==> src/sv/rc4_pkg.sv <==
// Shared constants, payload types and control/status bundles for the RC4 cipher block.
package rc4_pkg;

  localparam int MAX_KEY       = 32;
  localparam int MAX_WORD_BITS = 8;
  localparam int BYTE_W        = 8;
  localparam int WB_W          = 4;
  localparam int SBOX_AW       = MAX_WORD_BITS;
  localparam int SBOX_DEPTH    = 1 << SBOX_AW;
  localparam int KEY_AW        = (MAX_KEY > 1) ? $clog2(MAX_KEY) : 1;
  localparam int KCNT_W        = $clog2(MAX_KEY + 1);

  localparam logic [WB_W-1:0] WB_RESET = WB_W'(MAX_WORD_BITS);

  localparam logic CMD_KEY = 1'b0;
  localparam logic CMD_MSG = 1'b1;

  typedef struct packed {
    logic              cmd;
    logic [BYTE_W-1:0] byte_value;
    logic              last;
  } in_item_t;

  typedef struct packed {
    logic [BYTE_W-1:0] out_byte;
    logic [BYTE_W-1:0] keystream_word;
    logic              keyed;
    logic              last_out;
  } out_item_t;

  typedef struct packed {
    logic key_wr;
    logic item_ld;
    logic n_clr;
    logic init_wr;
    logic ks_rd_n;
    logic ks_rd_j;
    logic ks_wr_j;
    logic ks_wr_n;
    logic ks_done;
    logic pg_rd_i;
    logic pg_rd_j;
    logic pg_wr_j;
    logic pg_wr_i;
    logic out_ld;
    logic out_pass;
  } dp_cmd_t;

  typedef struct packed {
    logic keyed;
    logic n_last;
  } dp_stat_t;

  // word size 0 acts as 1, anything above the maximum acts as the maximum
  function automatic logic [SBOX_AW-1:0] size_mask(input logic [WB_W-1:0] wb);
    logic [WB_W-1:0]  w;
    logic [SBOX_AW:0] full;
    w = wb;
    if (w == '0) w = WB_W'(1);
    if (w > WB_W'(MAX_WORD_BITS)) w = WB_W'(MAX_WORD_BITS);
    full = ((SBOX_AW + 1)'(1) << w) - (SBOX_AW + 1)'(1);
    return full[SBOX_AW-1:0];
  endfunction

endpackage

==> src/sv/rc4_ctrl.sv <==
// Sequencer for key scheduling, keystream steps and result hand-off.
module rc4_ctrl import rc4_pkg::*; (
  input  logic     clk,
  input  logic     rst_n,
  input  logic     in_valid,
  input  in_item_t in_item,
  output logic     in_stall,
  input  logic     out_stall,
  output logic     out_valid,
  input  dp_stat_t stat,
  output dp_cmd_t  cmd
);

  typedef enum logic [11:0] {
    ST_IDLE     = 12'b0000_0000_0001,
    ST_INIT     = 12'b0000_0000_0010,
    ST_KS_RD_N  = 12'b0000_0000_0100,
    ST_KS_RD_J  = 12'b0000_0000_1000,
    ST_KS_WR_J  = 12'b0000_0001_0000,
    ST_KS_WR_N  = 12'b0000_0010_0000,
    ST_PG_RD_I  = 12'b0000_0100_0000,
    ST_PG_RD_J  = 12'b0000_1000_0000,
    ST_PG_WR_J  = 12'b0001_0000_0000,
    ST_PG_WR_I  = 12'b0010_0000_0000,
    ST_PG_OUT   = 12'b0100_0000_0000,
    ST_PASS_OUT = 12'b1000_0000_0000
  } state_t;

  state_t state_r, state_nxt;
  logic   out_valid_r, out_valid_nxt;
  logic   out_free;

  assign out_free = !out_valid_r || !out_stall;

  always_comb begin
    cmd       = '0;
    state_nxt = state_r;
    unique case (state_r)
      ST_IDLE: begin
        if (in_valid) begin
          if (in_item.cmd == CMD_KEY) begin
            cmd.key_wr = 1'b1;
            if (in_item.last) begin
              cmd.n_clr = 1'b1;
              state_nxt = ST_INIT;
            end
          end else begin
            cmd.item_ld = 1'b1;
            state_nxt   = stat.keyed ? ST_PG_RD_I : ST_PASS_OUT;
          end
        end
      end
      ST_INIT: begin
        cmd.init_wr = 1'b1;
        if (stat.n_last) begin
          cmd.n_clr = 1'b1;
          state_nxt = ST_KS_RD_N;
        end
      end
      ST_KS_RD_N: begin
        cmd.ks_rd_n = 1'b1;
        state_nxt   = ST_KS_RD_J;
      end
      ST_KS_RD_J: begin
        cmd.ks_rd_j = 1'b1;
        state_nxt   = ST_KS_WR_J;
      end
      ST_KS_WR_J: begin
        cmd.ks_wr_j = 1'b1;
        state_nxt   = ST_KS_WR_N;
      end
      ST_KS_WR_N: begin
        cmd.ks_wr_n = 1'b1;
        if (stat.n_last) begin
          cmd.ks_done = 1'b1;
          state_nxt   = ST_IDLE;
        end else begin
          state_nxt = ST_KS_RD_N;
        end
      end
      ST_PG_RD_I: begin
        cmd.pg_rd_i = 1'b1;
        state_nxt   = ST_PG_RD_J;
      end
      ST_PG_RD_J: begin
        cmd.pg_rd_j = 1'b1;
        state_nxt   = ST_PG_WR_J;
      end
      ST_PG_WR_J: begin
        cmd.pg_wr_j = 1'b1;
        state_nxt   = ST_PG_WR_I;
      end
      ST_PG_WR_I: begin
        cmd.pg_wr_i = 1'b1;
        state_nxt   = ST_PG_OUT;
      end
      ST_PG_OUT: begin
        if (out_free) begin
          cmd.out_ld = 1'b1;
          state_nxt  = ST_IDLE;
        end
      end
      ST_PASS_OUT: begin
        if (out_free) begin
          cmd.out_ld   = 1'b1;
          cmd.out_pass = 1'b1;
          state_nxt    = ST_IDLE;
        end
      end
      default: state_nxt = ST_IDLE;
    endcase
  end

  always_comb begin
    if (cmd.out_ld) begin
      out_valid_nxt = 1'b1;
    end else if (!out_stall) begin
      out_valid_nxt = 1'b0;
    end else begin
      out_valid_nxt = out_valid_r;
    end
  end

  always_ff @(posedge clk) begin
    if (!rst_n) begin
      state_r     <= ST_IDLE;
      out_valid_r <= 1'b0;
    end else begin
      state_r     <= state_nxt;
      out_valid_r <= out_valid_nxt;
    end
  end

  assign in_stall  = (state_r != ST_IDLE);
  assign out_valid = out_valid_r;

endmodule

==> src/sv/rc4_dp.sv <==
// S-box and key memories, generator indices and result register.
module rc4_dp import rc4_pkg::*; (
  input  logic              clk,
  input  logic              rst_n,
  input  logic              cfg_wr_en,
  input  logic [WB_W-1:0]   cfg_wr_data,
  input  in_item_t          in_item,
  input  dp_cmd_t           cmd,
  output dp_stat_t          stat,
  output out_item_t         out_item
);

  logic [SBOX_AW-1:0] sbox_mem [SBOX_DEPTH];
  logic [BYTE_W-1:0]  key_mem  [MAX_KEY];

  logic [WB_W-1:0]    wb_r;
  logic [KCNT_W-1:0]  key_cnt_r;
  logic [KEY_AW-1:0]  kidx_r, kidx_nxt;
  logic [SBOX_AW-1:0] n_r, i_r, j_r;
  logic               keyed_r;
  logic [SBOX_AW-1:0] si_r, sj_r, sb_rd_r;
  logic [BYTE_W-1:0]  key_rd_r;
  logic               byp_r;
  logic [BYTE_W-1:0]  msg_r;
  logic               last_r;
  out_item_t          out_r;

  logic [SBOX_AW-1:0] mask, i_inc, ks_j, pg_j, t_idx, ks_word;
  logic [KCNT_W-1:0]  key_len;
  logic               key_room;
  logic               sb_wr_en, sb_rd_en;
  logic [SBOX_AW-1:0] sb_wr_addr, sb_wr_data, sb_rd_addr;
  logic [BYTE_W-1:0]  ks_byte;

  assign mask     = size_mask(wb_r);
  assign i_inc    = (i_r + SBOX_AW'(1)) & mask;
  assign ks_j     = (j_r + sb_rd_r + key_rd_r[SBOX_AW-1:0]) & mask;
  assign pg_j     = (j_r + sb_rd_r) & mask;
  assign t_idx    = (si_r + sj_r) & mask;
  assign key_room = (key_cnt_r < KCNT_W'(MAX_KEY));
  assign key_len  = (key_cnt_r == '0) ? KCNT_W'(1) : key_cnt_r;
  assign kidx_nxt = ((KCNT_W'(kidx_r) + KCNT_W'(1)) == key_len) ? '0 : kidx_r + KEY_AW'(1);
  assign ks_word  = cmd.out_pass ? '0 : ((byp_r ? sj_r : sb_rd_r) & mask);
  assign ks_byte  = BYTE_W'(ks_word);

  always_comb begin
    sb_wr_en   = 1'b1;
    sb_wr_addr = '0;
    sb_wr_data = '0;
    unique if (cmd.init_wr) begin
      sb_wr_addr = n_r;
      sb_wr_data = n_r;
    end else if (cmd.ks_wr_j || cmd.pg_wr_j) begin
      sb_wr_addr = j_r;
      sb_wr_data = si_r;
    end else if (cmd.ks_wr_n) begin
      sb_wr_addr = n_r;
      sb_wr_data = sj_r;
    end else if (cmd.pg_wr_i) begin
      sb_wr_addr = i_r;
      sb_wr_data = sj_r;
    end else begin
      sb_wr_en = 1'b0;
    end
  end

  always_comb begin
    sb_rd_en   = 1'b1;
    sb_rd_addr = '0;
    unique if (cmd.ks_rd_n) begin
      sb_rd_addr = n_r;
    end else if (cmd.ks_rd_j) begin
      sb_rd_addr = ks_j;
    end else if (cmd.pg_rd_i) begin
      sb_rd_addr = i_inc;
    end else if (cmd.pg_rd_j) begin
      sb_rd_addr = pg_j;
    end else if (cmd.pg_wr_i) begin
      sb_rd_addr = t_idx;
    end else begin
      sb_rd_en = 1'b0;
    end
  end

  always_ff @(posedge clk) begin
    if (sb_wr_en) sbox_mem[sb_wr_addr] <= sb_wr_data;
    if (sb_rd_en) sb_rd_r <= sbox_mem[sb_rd_addr];
  end

  always_ff @(posedge clk) begin
    if (cmd.key_wr && key_room) key_mem[key_cnt_r[KEY_AW-1:0]] <= in_item.byte_value;
    if (cmd.ks_rd_n) key_rd_r <= key_mem[kidx_r];
  end

  always_ff @(posedge clk) begin
    if (!rst_n) begin
      wb_r      <= WB_RESET;
      key_cnt_r <= '0;
      kidx_r    <= '0;
      n_r       <= '0;
      i_r       <= '0;
      j_r       <= '0;
      keyed_r   <= 1'b0;
    end else begin
      if (cfg_wr_en) wb_r <= cfg_wr_data;
      if (cmd.ks_done) begin
        key_cnt_r <= '0;
      end else if (cmd.key_wr && key_room) begin
        key_cnt_r <= key_cnt_r + KCNT_W'(1);
      end
      if (cmd.n_clr) begin
        n_r    <= '0;
        kidx_r <= '0;
      end else if (cmd.init_wr) begin
        n_r <= n_r + SBOX_AW'(1);
      end else if (cmd.ks_wr_n) begin
        n_r    <= n_r + SBOX_AW'(1);
        kidx_r <= kidx_nxt;
      end
      if (cmd.ks_done) begin
        i_r <= '0;
      end else if (cmd.pg_rd_i) begin
        i_r <= i_inc;
      end
      if (cmd.n_clr || cmd.ks_done) begin
        j_r <= '0;
      end else if (cmd.ks_rd_j) begin
        j_r <= ks_j;
      end else if (cmd.pg_rd_j) begin
        j_r <= pg_j;
      end
      if (cmd.ks_done) keyed_r <= 1'b1;
    end
  end

  always_ff @(posedge clk) begin
    if (cmd.ks_rd_j || cmd.pg_rd_j) si_r <= sb_rd_r;
    if (cmd.ks_wr_j || cmd.pg_wr_j) sj_r <= sb_rd_r;
    // lookup at the index just written reads the new word from sj
    if (cmd.pg_wr_i) byp_r <= (t_idx == i_r);
    if (cmd.item_ld) begin
      msg_r  <= in_item.byte_value;
      last_r <= in_item.last;
    end
    if (cmd.out_ld) begin
      out_r.out_byte       <= msg_r ^ ks_byte;
      out_r.keystream_word <= ks_byte;
      out_r.keyed          <= keyed_r;
      out_r.last_out       <= last_r;
    end
  end

  assign stat.keyed  = keyed_r;
  assign stat.n_last = (n_r == mask);
  assign out_item    = out_r;

endmodule

==> src/sv/rc4_stream_cipher.sv <==
// Top level of the RC4 stream cipher with configurable word size.
//
//  channel  | handshake            | payload
//  ---------+----------------------+--------------------------------------------
//  in       | in_valid / in_stall  | in_item: cmd, byte_value, last
//  out      | out_valid/ out_stall | out_item: out_byte, keystream_word, keyed, last_out
//  cfg      | cfg_wr_en            | cfg_wr_data: word_bits
//
// A key byte other than the last is taken without a stall; a last key byte holds the input
// through the identity fill of the 2^word_bits S-box entries, then swaps that read S[n] and
// S[j] and write S[j] and S[n]. A keyed message byte holds it through two reads, two writes
// with the lookup beside the second and the result load; an unkeyed one through the load.
// Synchronous active-low reset clears the key count, indices and keyed flag; word_bits = 8.
// A held result waits in the output register; a message finding it stalled waits at its load.
module rc4_stream_cipher import rc4_pkg::*; (
  input  logic            clk,
  input  logic            rst_n,
  input  logic            cfg_wr_en,
  input  logic [WB_W-1:0] cfg_wr_data,
  input  logic            in_valid,
  output logic            in_stall,
  input  in_item_t        in_item,
  output logic            out_valid,
  input  logic            out_stall,
  output out_item_t       out_item
);

  dp_cmd_t  cmd;
  dp_stat_t stat;

  rc4_ctrl u_ctrl (
    .clk       (clk),
    .rst_n     (rst_n),
    .in_valid  (in_valid),
    .in_item   (in_item),
    .in_stall  (in_stall),
    .out_stall (out_stall),
    .out_valid (out_valid),
    .stat      (stat),
    .cmd       (cmd)
  );

  rc4_dp u_dp (
    .clk         (clk),
    .rst_n       (rst_n),
    .cfg_wr_en   (cfg_wr_en),
    .cfg_wr_data (cfg_wr_data),
    .in_item     (in_item),
    .cmd         (cmd),
    .stat        (stat),
    .out_item    (out_item)
  );

endmodule

==> config.mk <==
export PLATFORM = sky130hd
export DESIGN_NAME = rc4_stream_cipher
export DESIGN_NICKNAME = d
export VERILOG_FILES = /design/src/sv/rc4_pkg.sv /design/src/sv/rc4_ctrl.sv /design/src/sv/rc4_dp.sv /design/src/sv/rc4_stream_cipher.sv
export SDC_FILE = /design/constraint.sdc
export NUM_CORES = 2
export LEC_CHECK = 0
export ABC_AREA = 1
export BUFFER_PORTS_ARGS = -buffer_cell sky130_fd_sc_hd__buf_4
export CORE_MARGIN = 2
export CORE_UTILIZATION = 51
export CTS_CLUSTER_SIZE = 12
export DETAILED_ROUTE_END_ITERATION = 6
export PLACE_DENSITY_LB_ADDON = 0.08
export SLEW_MARGIN = 20
export SYNTH_ARGS = -nofsm -noshare
export SYNTH_HDL_FRONTEND = slang
export SYNTH_SLANG_ARGS = --single-unit
==> constraint.sdc <==
create_clock -name clk -period 22.7 [get_ports clk]
set_clock_uncertainty 0.1 [all_clocks]
set_input_delay 1.135 -clock clk [delete_from_list [all_inputs] [get_ports clk]]
set_output_delay 1.135 -clock clk [all_outputs]
set_load 0.02 [all_outputs]
# Word-level counts from Yosys, hierarchy flattened
# Memories as Yosys holds them, arrays and structs flattened. A register that Yosys moved wholly into a read port is not among the register bits.
# Cells that the tools add are included.
dict set report word_totals {
  reg_bits 97
  ramBits 2304
  inputBits 19
  out_inout_bits 20
  wordCells 144
  mem_count 2
}
dict set report op_classes {
  n_addsub 9
  n_lt_le_gt_ge 2
  eq_ne 21
  shifts 1
  mux 66
  n_bitwise 8
  n_reduce_logical 17
}
# name depth word_bits read_ports rd_clocked_by_memory_dff wr line
set mem_list {}
lappend mem_list {u_dp.sbox_mem 256 8 1 1 1 rc4_dp.sv:13} ;# logic [SBOX_AW-1:0] sbox_mem [SBOX_DEPTH];
lappend mem_list {u_dp.key_mem 32 8 1 1 1 rc4_dp.sv:14} ;# logic [BYTE_W-1:0] key_mem [MAX_KEY];
# op count
set op_table {}
lappend op_table {{$mux W8} 19}
lappend op_table {{$pmux W12 S11} 1}
lappend op_table {{$mux W12} 6}
lappend op_table {{$and A8 B8 Y8} 5}
lappend op_table {{$mux W1} 29}
lappend op_table {{$add A8 B8 Y8} 3}
lappend op_table {{$add A8 B1 Y8 const B} 2}
lappend op_table {{$eq A8 B8 Y1} 2}
lappend op_table {{$eq A12 B1 Y1 const B} 1}
lappend op_table {{$eq A12 B10 Y1 const B} 1}
lappend op_table {{$eq A12 B11 Y1 const B} 1}
lappend op_table {{$eq A12 B12 Y1 const B} 1}
lappend op_table {{$eq A12 B2 Y1 const B} 1}
lappend op_table {{$eq A12 B3 Y1 const B} 1}
lappend op_table {{$eq A12 B4 Y1 const B} 1}
lappend op_table {{$eq A12 B5 Y1 const B} 1}
lappend op_table {{$eq A12 B6 Y1 const B} 1}
lappend op_table {{$eq A12 B7 Y1 const B} 1}
lappend op_table {{$eq A12 B8 Y1 const B} 1}
lappend op_table {{$eq A12 B9 Y1 const B} 1}
lappend op_table {{$ne A12 B1 Y1 const B} 1}
lappend op_table {{$mux W4} 2}
lappend op_table {{$reduce_or A2 Y1} 4}
lappend op_table {{$shl A1 B4 Y8 const A} 1}
lappend op_table {{25 further kinds} 37}

# Logic depth before layout (Yosys ltp)
dict set report depth {
  ltp_word 14
  mapped_depth 23
  depth_no_buf 23
}

# Cells and area by module
# Synthesis repeated with hierarchy kept, for this count alone.
dict set report hier_totals {
  hier_cells 9113
  hier_area_um2 101468.6
}
# mod instances cells_per_inst area_each_um2 seq_area_each_um2
set modules_own_cells {}
lappend modules_own_cells {rc4_dp 1 8963 100510.1 71788.9}
lappend modules_own_cells {rc4_ctrl 1 150 958.4 260.2}

# Worst setup path after synthesis
# OpenSTA, ideal clock, no wires.
dict set report synth_timing {
  kind {flip-flop to flip-flop}
  startpoint {register u_ctrl.state_r[0]}
  endpoint {memory u_dp.sbox_mem[0][3] in the netlist's numbering, data pin}
  setup_time_ns 2.188
  arrival_time_ns 11.467
  required_ns 20.412
  path_slack_ns 8.945
  path_stages_with_launch 9
  n_path_buf 1
  synth_period_minus_slack_ns 13.755
  cell_sequence {dfxtp_1 nor2_2 nand2_1 nor2_2 nand2_1 nand2_1 clkbuf_1 a21oi_1 o21ai_0}
}
dict set report synth_via {
  elab_chain_cells 6
  elab_cells_between_ends 15
  classes_between {eq/ne (5); mux (9); reduce/logical (1)}
}
# item line
set synth_lines {}
lappend synth_lines {{start: declaration} rc4_ctrl.sv:29} ;# state_t state_r, state_nxt;
lappend synth_lines {{start signal: assignment} rc4_ctrl.sv:129} ;# state_r <= state_nxt;
lappend synth_lines {{$eq A12 B10 Y1} rc4_ctrl.sv:38} ;# unique case (state_r)
lappend synth_lines {{$mux W1} rc4_ctrl.sv:38}
lappend synth_lines {{$mux W8} rc4_dp.sv:59} ;# end else if (cmd.pg_wr_i) begin
lappend synth_lines {{$mux W8} rc4_dp.sv:56} ;# end else if (cmd.ks_wr_n) begin
lappend synth_lines {{$mux W8} rc4_dp.sv:53} ;# end else if (cmd.ks_wr_j || cmd.pg_wr_j) begin
lappend synth_lines {{$mux W8 (*)} rc4_dp.sv:50} ;# unique if (cmd.init_wr) begin
lappend synth_lines {{named net u_dp.sb_wr_data[3]} rc4_dp.sv:32} ;# logic [SBOX_AW-1:0] sb_wr_addr, sb_wr_data, sb_rd_addr;
lappend synth_lines {{end: declaration} rc4_dp.sv:13}
# Mark *: on every way through the listed nets, which the timed path passes. The rest lies on a longest branch.

# Worst setup path in the final report
dict set report layout_timing {
  startpoint {register u_dp.sb_rd_r[0], read port of u_dp.sbox_mem}
  endpoint {register u_dp.sb_rd_r[3], read port of u_dp.sbox_mem, data pin}
}
dict set report layout_via {
  elab_chain_cells 6
  elab_cells_between_ends 8
  classes_between {add/sub (2); mux (4); bitwise (2)}
}
# item line
set layout_lines {}
lappend layout_lines {{start: declaration} rc4_dp.sv:21} ;# logic [SBOX_AW-1:0] si_r, sj_r, sb_rd_r;
lappend layout_lines {{$add A8 B8 Y8 (*)} {rc4_dp.sv:37, rc4_dp.sv:38}}
lappend layout_lines {{branches (longest 3 deep; another with $add A8 B8 Y8)} -}
lappend layout_lines {{$mux W8 (*)} rc4_dp.sv:72} ;# end else if (cmd.ks_rd_j) begin
lappend layout_lines {{$mux W8 (*)} rc4_dp.sv:70} ;# unique if (cmd.ks_rd_n) begin
# Mark *: on every way between the ends.
# A chain may end at the register's enable or synchronous reset.

==> impl_summary.txt <==
----------------------------------------------------
[Run status]
  Run status ... finished clean

[Routing]
  Number of DRC violations after detailed routing ... 0
  Number of nets with antenna violations after detailed routing ... 0
  Routed length per placed instance ... approximately 25 um
  Post-detailed-route via-to-cell ratio ... 5.73
  WL final ... 313 mm
  Initial DRC count ... around 8400
  Total number of vias ... roughly 72000
  Initial DRT Pass Iterations ... 6

[Critical path]
  Worst reg2reg startpoint ... u_dp.sb_rd_r[0]
  Critical path, cell by cell ... ha_1, fa_1, inv_1, fa_1, inv_1, nand4_1, nand2_1, inv_1, nand3_1, nand2_4, buf_4, buf_4, nand3_1, nand3_1, nand3_1, nand3_1, nand3_1, nand3_1, nand3_1, nand2_1
  Reg2reg setup slack ... around 16000 ps
  Required time at the endpoint of the critical path ... roughly 23000 ps
  Critical Path Source ... u_dp.sb_rd_r[0]
  Data arrival, critical path ... roughly 7600 ps
  Peak per-stage delay on the critical path ... between 800 and 900 ps
  Cell with the most instances on the worst path ... sky130_fd_sc_hd__nand3_1
  Critical Path Fanout Max ... 72
  Start-to-end type of the worst setup path ... reg2reg
  Critical Path Sink Type ... flop
  Reg-to-Reg End ... u_dp.sb_rd_r[3]
  Timing endpoint of the critical path ... u_dp.sb_rd_r[3]
  Reg2reg path depth ... 20
  Startpoint types ... flop
  Library cell contributing the largest single delay on the critical path ... sky130_fd_sc_hd__buf_4

[GRT]
  Via count of the first global-routing pass ... approximately 69000
  Tot GR Track Use ... 0.292
  Largest net degree at the start of global routing ... 210
  Number of antenna violations at the first check in global routing ... 11
  First-pass GRT wire length ... 463 mm
  Remaining Overflow, GRT ... 0

[Placement]
  Post-detailed-placement half-perimeter wirelength ... roughly 170 mm
  Number of port buffers ... 38
  Post-Place Setup Slack ... about 16000 ps
  Instance area at placement ... ~110000 um^2
  Final weighted congestion in routability-driven placement ... 0.932

[CTS]
  Maximum clock insertion buffer count ... 4
  Later-pin clock latency in the skew report ... between 900 and 1000 ps
  Cell at the root of the clock tree ... sky130_fd_sc_hd__clkbuf_16
  PostCTS Resize Cnt ... 0
  Clock slew at reported path FFs ... 60 ps
  Number of buffers inserted for hold repair after clock tree synthesis ... 0
  Post-CTS setup repair buffer count ... 0
  Number of clock sinks seen by CTS ... roughly 2400
  Count of H-tree levels built during CTS ... 5
  Clock tree from TritonCTS ... done
  CTS buffer count ... ~280

[Synthesis]
  Top_reg_cell synth ... sky130_fd_sc_hd__edfxtp_1
  Proportion of synthesized chip area in sequential cells ... 0.674
  Post-synthesis cell area ... ~110000 um^2
  Library cell occupying the most area in the post-synthesis netlist ... sky130_fd_sc_hd__edfxtp_1
  Number of flops mapped to enable cells by yosys ... 2364
  Most common cell in the netlist ... sky130_fd_sc_hd__edfxtp_1
  Post-synthesis async set-or-reset flop share ... 0
  Number of distinct library cell variants in the gate-level netlist after synthesis ... 50
  Number of register bits inferred by synthesis ... ~2400
  Mean cell area of the mapped netlist ... between 10 and 15 um^2
  Commonest cells in the netlist ... sky130_fd_sc_hd__edfxtp_1, sky130_fd_sc_hd__nand3_1, sky130_fd_sc_hd__nand2_1
  Mapped Nets ... ~9900
  Post-synth top area share ... 0.664
  Cells taking the most area after synthesis ... sky130_fd_sc_hd__edfxtp_1, sky130_fd_sc_hd__nand3_1, sky130_fd_sc_hd__nand2_1
  Yosys synthesis warning count ... 0
  Synthesized netlist cell count ... between 9000 and 10000

[Layout]
  Syn-to-layout area delta ... 9.25%
  NumNets Final ... slightly below 10000
  Fillers ... ~18000
  Utilization after layout ... 0.559
  Share of cells above drive strength 1 ... 0.0556
  Cell area after layout ... 117000 um^2

[STA]
  RSZ-0062 raised after global routing ... no
  Count of final hold-check violations ... 0
  Period Utilization, post-route ... 0.309
  Max Clk Rate ... between 100 and 150 MHz
  Final max-slew violation count ... 0
  Slew margin rel. ... 0.230
  Final sum of negative setup slack ... 0 ps
  Worst-case setup margin in the final layout ... 15680 ps
  Minimum period implied by the final worst setup slack ... 7020 ps
  Tightest Pin Transition ... 1150 ps
  Worst-case hold slack ... ~320 ps
  Setup-failing EPs final ... 0

[Floorplanning]
  Site row count ... about 170
  Ports placed on the boundary ... 39
  Initial Utilization ... 0.512
  Horizontal die dimension ... 462 um
  Core Area ... around 210000 um^2
  Die H ... between 400 and 500 um
  Die Footprint ... approximately 210000 um^2

[Power and ir drop]
  Maximum VDD drop ... slightly below 80 uV
  Leak Pwr ... about 45 nW
  Pwr Density ... between 70 and 80 nW/um^2

[Hold path]
  Path type of the worst min-delay path ... reg2reg
  Worst hold start ... u_dp.last_r

[Flow run]
  Max capacitance violation total ... 0

----------------------------------------------------
[worst max-delay path, delay by kind of cell (launching register included)]
kind,cells,cell delay [ps]
flip-flops,1,590
adder cells (fa/ha/maj),3,1470
AND/OR/NAND/NOR,12,2590
buffers and inverters,5,1870
[cells in the final DEF, fill, tap and decap left out, types with 11 or more instances in the layout]
cell and instances:
sky130_fd_sc_hd__clkinv_2 27, sky130_fd_sc_hd__o211ai_1 85, sky130_fd_sc_hd__ha_1 29, sky130_fd_sc_hd__clkbuf_1 69, sky130_fd_sc_hd__nand2_1 1680, sky130_fd_sc_hd__nand3_1 2140
sky130_fd_sc_hd__buf_12 16, sky130_fd_sc_hd__a21oi_1 55, sky130_fd_sc_hd__o21ai_0 171, sky130_fd_sc_hd__o22ai_1 45, sky130_fd_sc_hd__nand2_2 24, sky130_fd_sc_hd__inv_1 1404
sky130_fd_sc_hd__buf_4 120, sky130_fd_sc_hd__nand4_1 30, sky130_fd_sc_hd__o221ai_1 26, sky130_fd_sc_hd__edfxtp_1 2364, sky130_fd_sc_hd__nand2_4 11, sky130_fd_sc_hd__nand3b_1 469
sky130_fd_sc_hd__xor2_1 20, sky130_fd_sc_hd__dfxtp_1 51, sky130_fd_sc_hd__nor3_1 23, sky130_fd_sc_hd__clkinv_1 64, sky130_fd_sc_hd__clkbuf_16 285, sky130_fd_sc_hd__nor2_1 503
sky130_fd_sc_hd__inv_2 12, sky130_fd_sc_hd__xnor2_1 13, sky130_fd_sc_hd__nor2_2 13
[sequential cells by signal (all words and copies together) (netlist names)]
signal            flops
u_dp.msg_r            8
u_dp.sj_r             8
u_dp.last_r           1
u_dp.j_r              8
u_dp.sb_rd_r          8
u_dp.byp_r            1
u_dp.si_r             8
u_ctrl.state_r       12
u_ctrl.out_valid      1
u_dp.key_mem        256
u_dp.n_r              8
u_dp.wb_r             4
u_dp.key_rd_r         8
u_dp.out_item        18
u_dp.kidx_r           5
u_dp.i_r              8
u_dp.sbox_mem      2048
u_dp.keyed_r          1
u_dp.key_cnt_r        6
[layout make-up]
cell class                      instances  area (um^2)  area share
Antenna cell                            2         5.00   0.0000429
Clock buffer                          354         7390      0.0633
Clock inverter                         90          484     0.00415
Inverter                             1427         5380      0.0461
Multi-Input combinational cell       5407        26700       0.229
Sequential cell                      2417        72100       0.617
Tap cell                             2805         3510      0.0301
Timing Repair Buffer                  138         1260      0.0108
[logic make-up (layout without fill, tap and decap cells)]
kind of cell               after synthesis  count (layout)  synth area share
other                                    1               3         0.0000351
xor gates and xnor gates                34              34           0.00286
and+or+nand+nor                       4921            4921             0.217
buffers and inverters                 2034            2009            0.0782
DFF                                   2417            2417             0.674
adders and majority gates               32              32           0.00396
AOI/OAI and AO/OA                      419             419            0.0237
[metrics by stage]
step                total power (W)  cells
floorplan                   0.00505   9858
global placement            0.00512  12200
detailed placement          0.00512  12200
CTS                         0.00913  12600
global route                0.00931  12600
finish                      0.00908  12600
[report_power, final]
part	switching, W	total [W]	leakage (nW)	internal (W)
logic	0.000128	0.000172	21.6	0.0000435
clock network	0.00173	0.00404	3.85	0.00232
registers	0.00000811	0.00486	19.6	0.00485
[per-layer routing]
layer | track usage | wire (um)
met1 | 0.421 | 133000
met3 | 0.0523 | 26100
met4 | 0.102 | 11000
met5 | 0 | 46
met2 | 0.449 | 142000
[worst min path at each step]
stage                       end  cells past startpoint  slack, ps
2_1_floorplan  u_dp.out_item[0]                      0        300
3_3_place_gp   u_dp.out_item[0]                      0        310
3_5_place_dp   u_dp.out_item[0]                      0        320
4_1_cts             u_dp.last_r                      1        280
5_1_grt             u_dp.last_r                      1        310
6_report       u_dp.out_item[0]                      0        320
(Power assumes the default switching activity.)
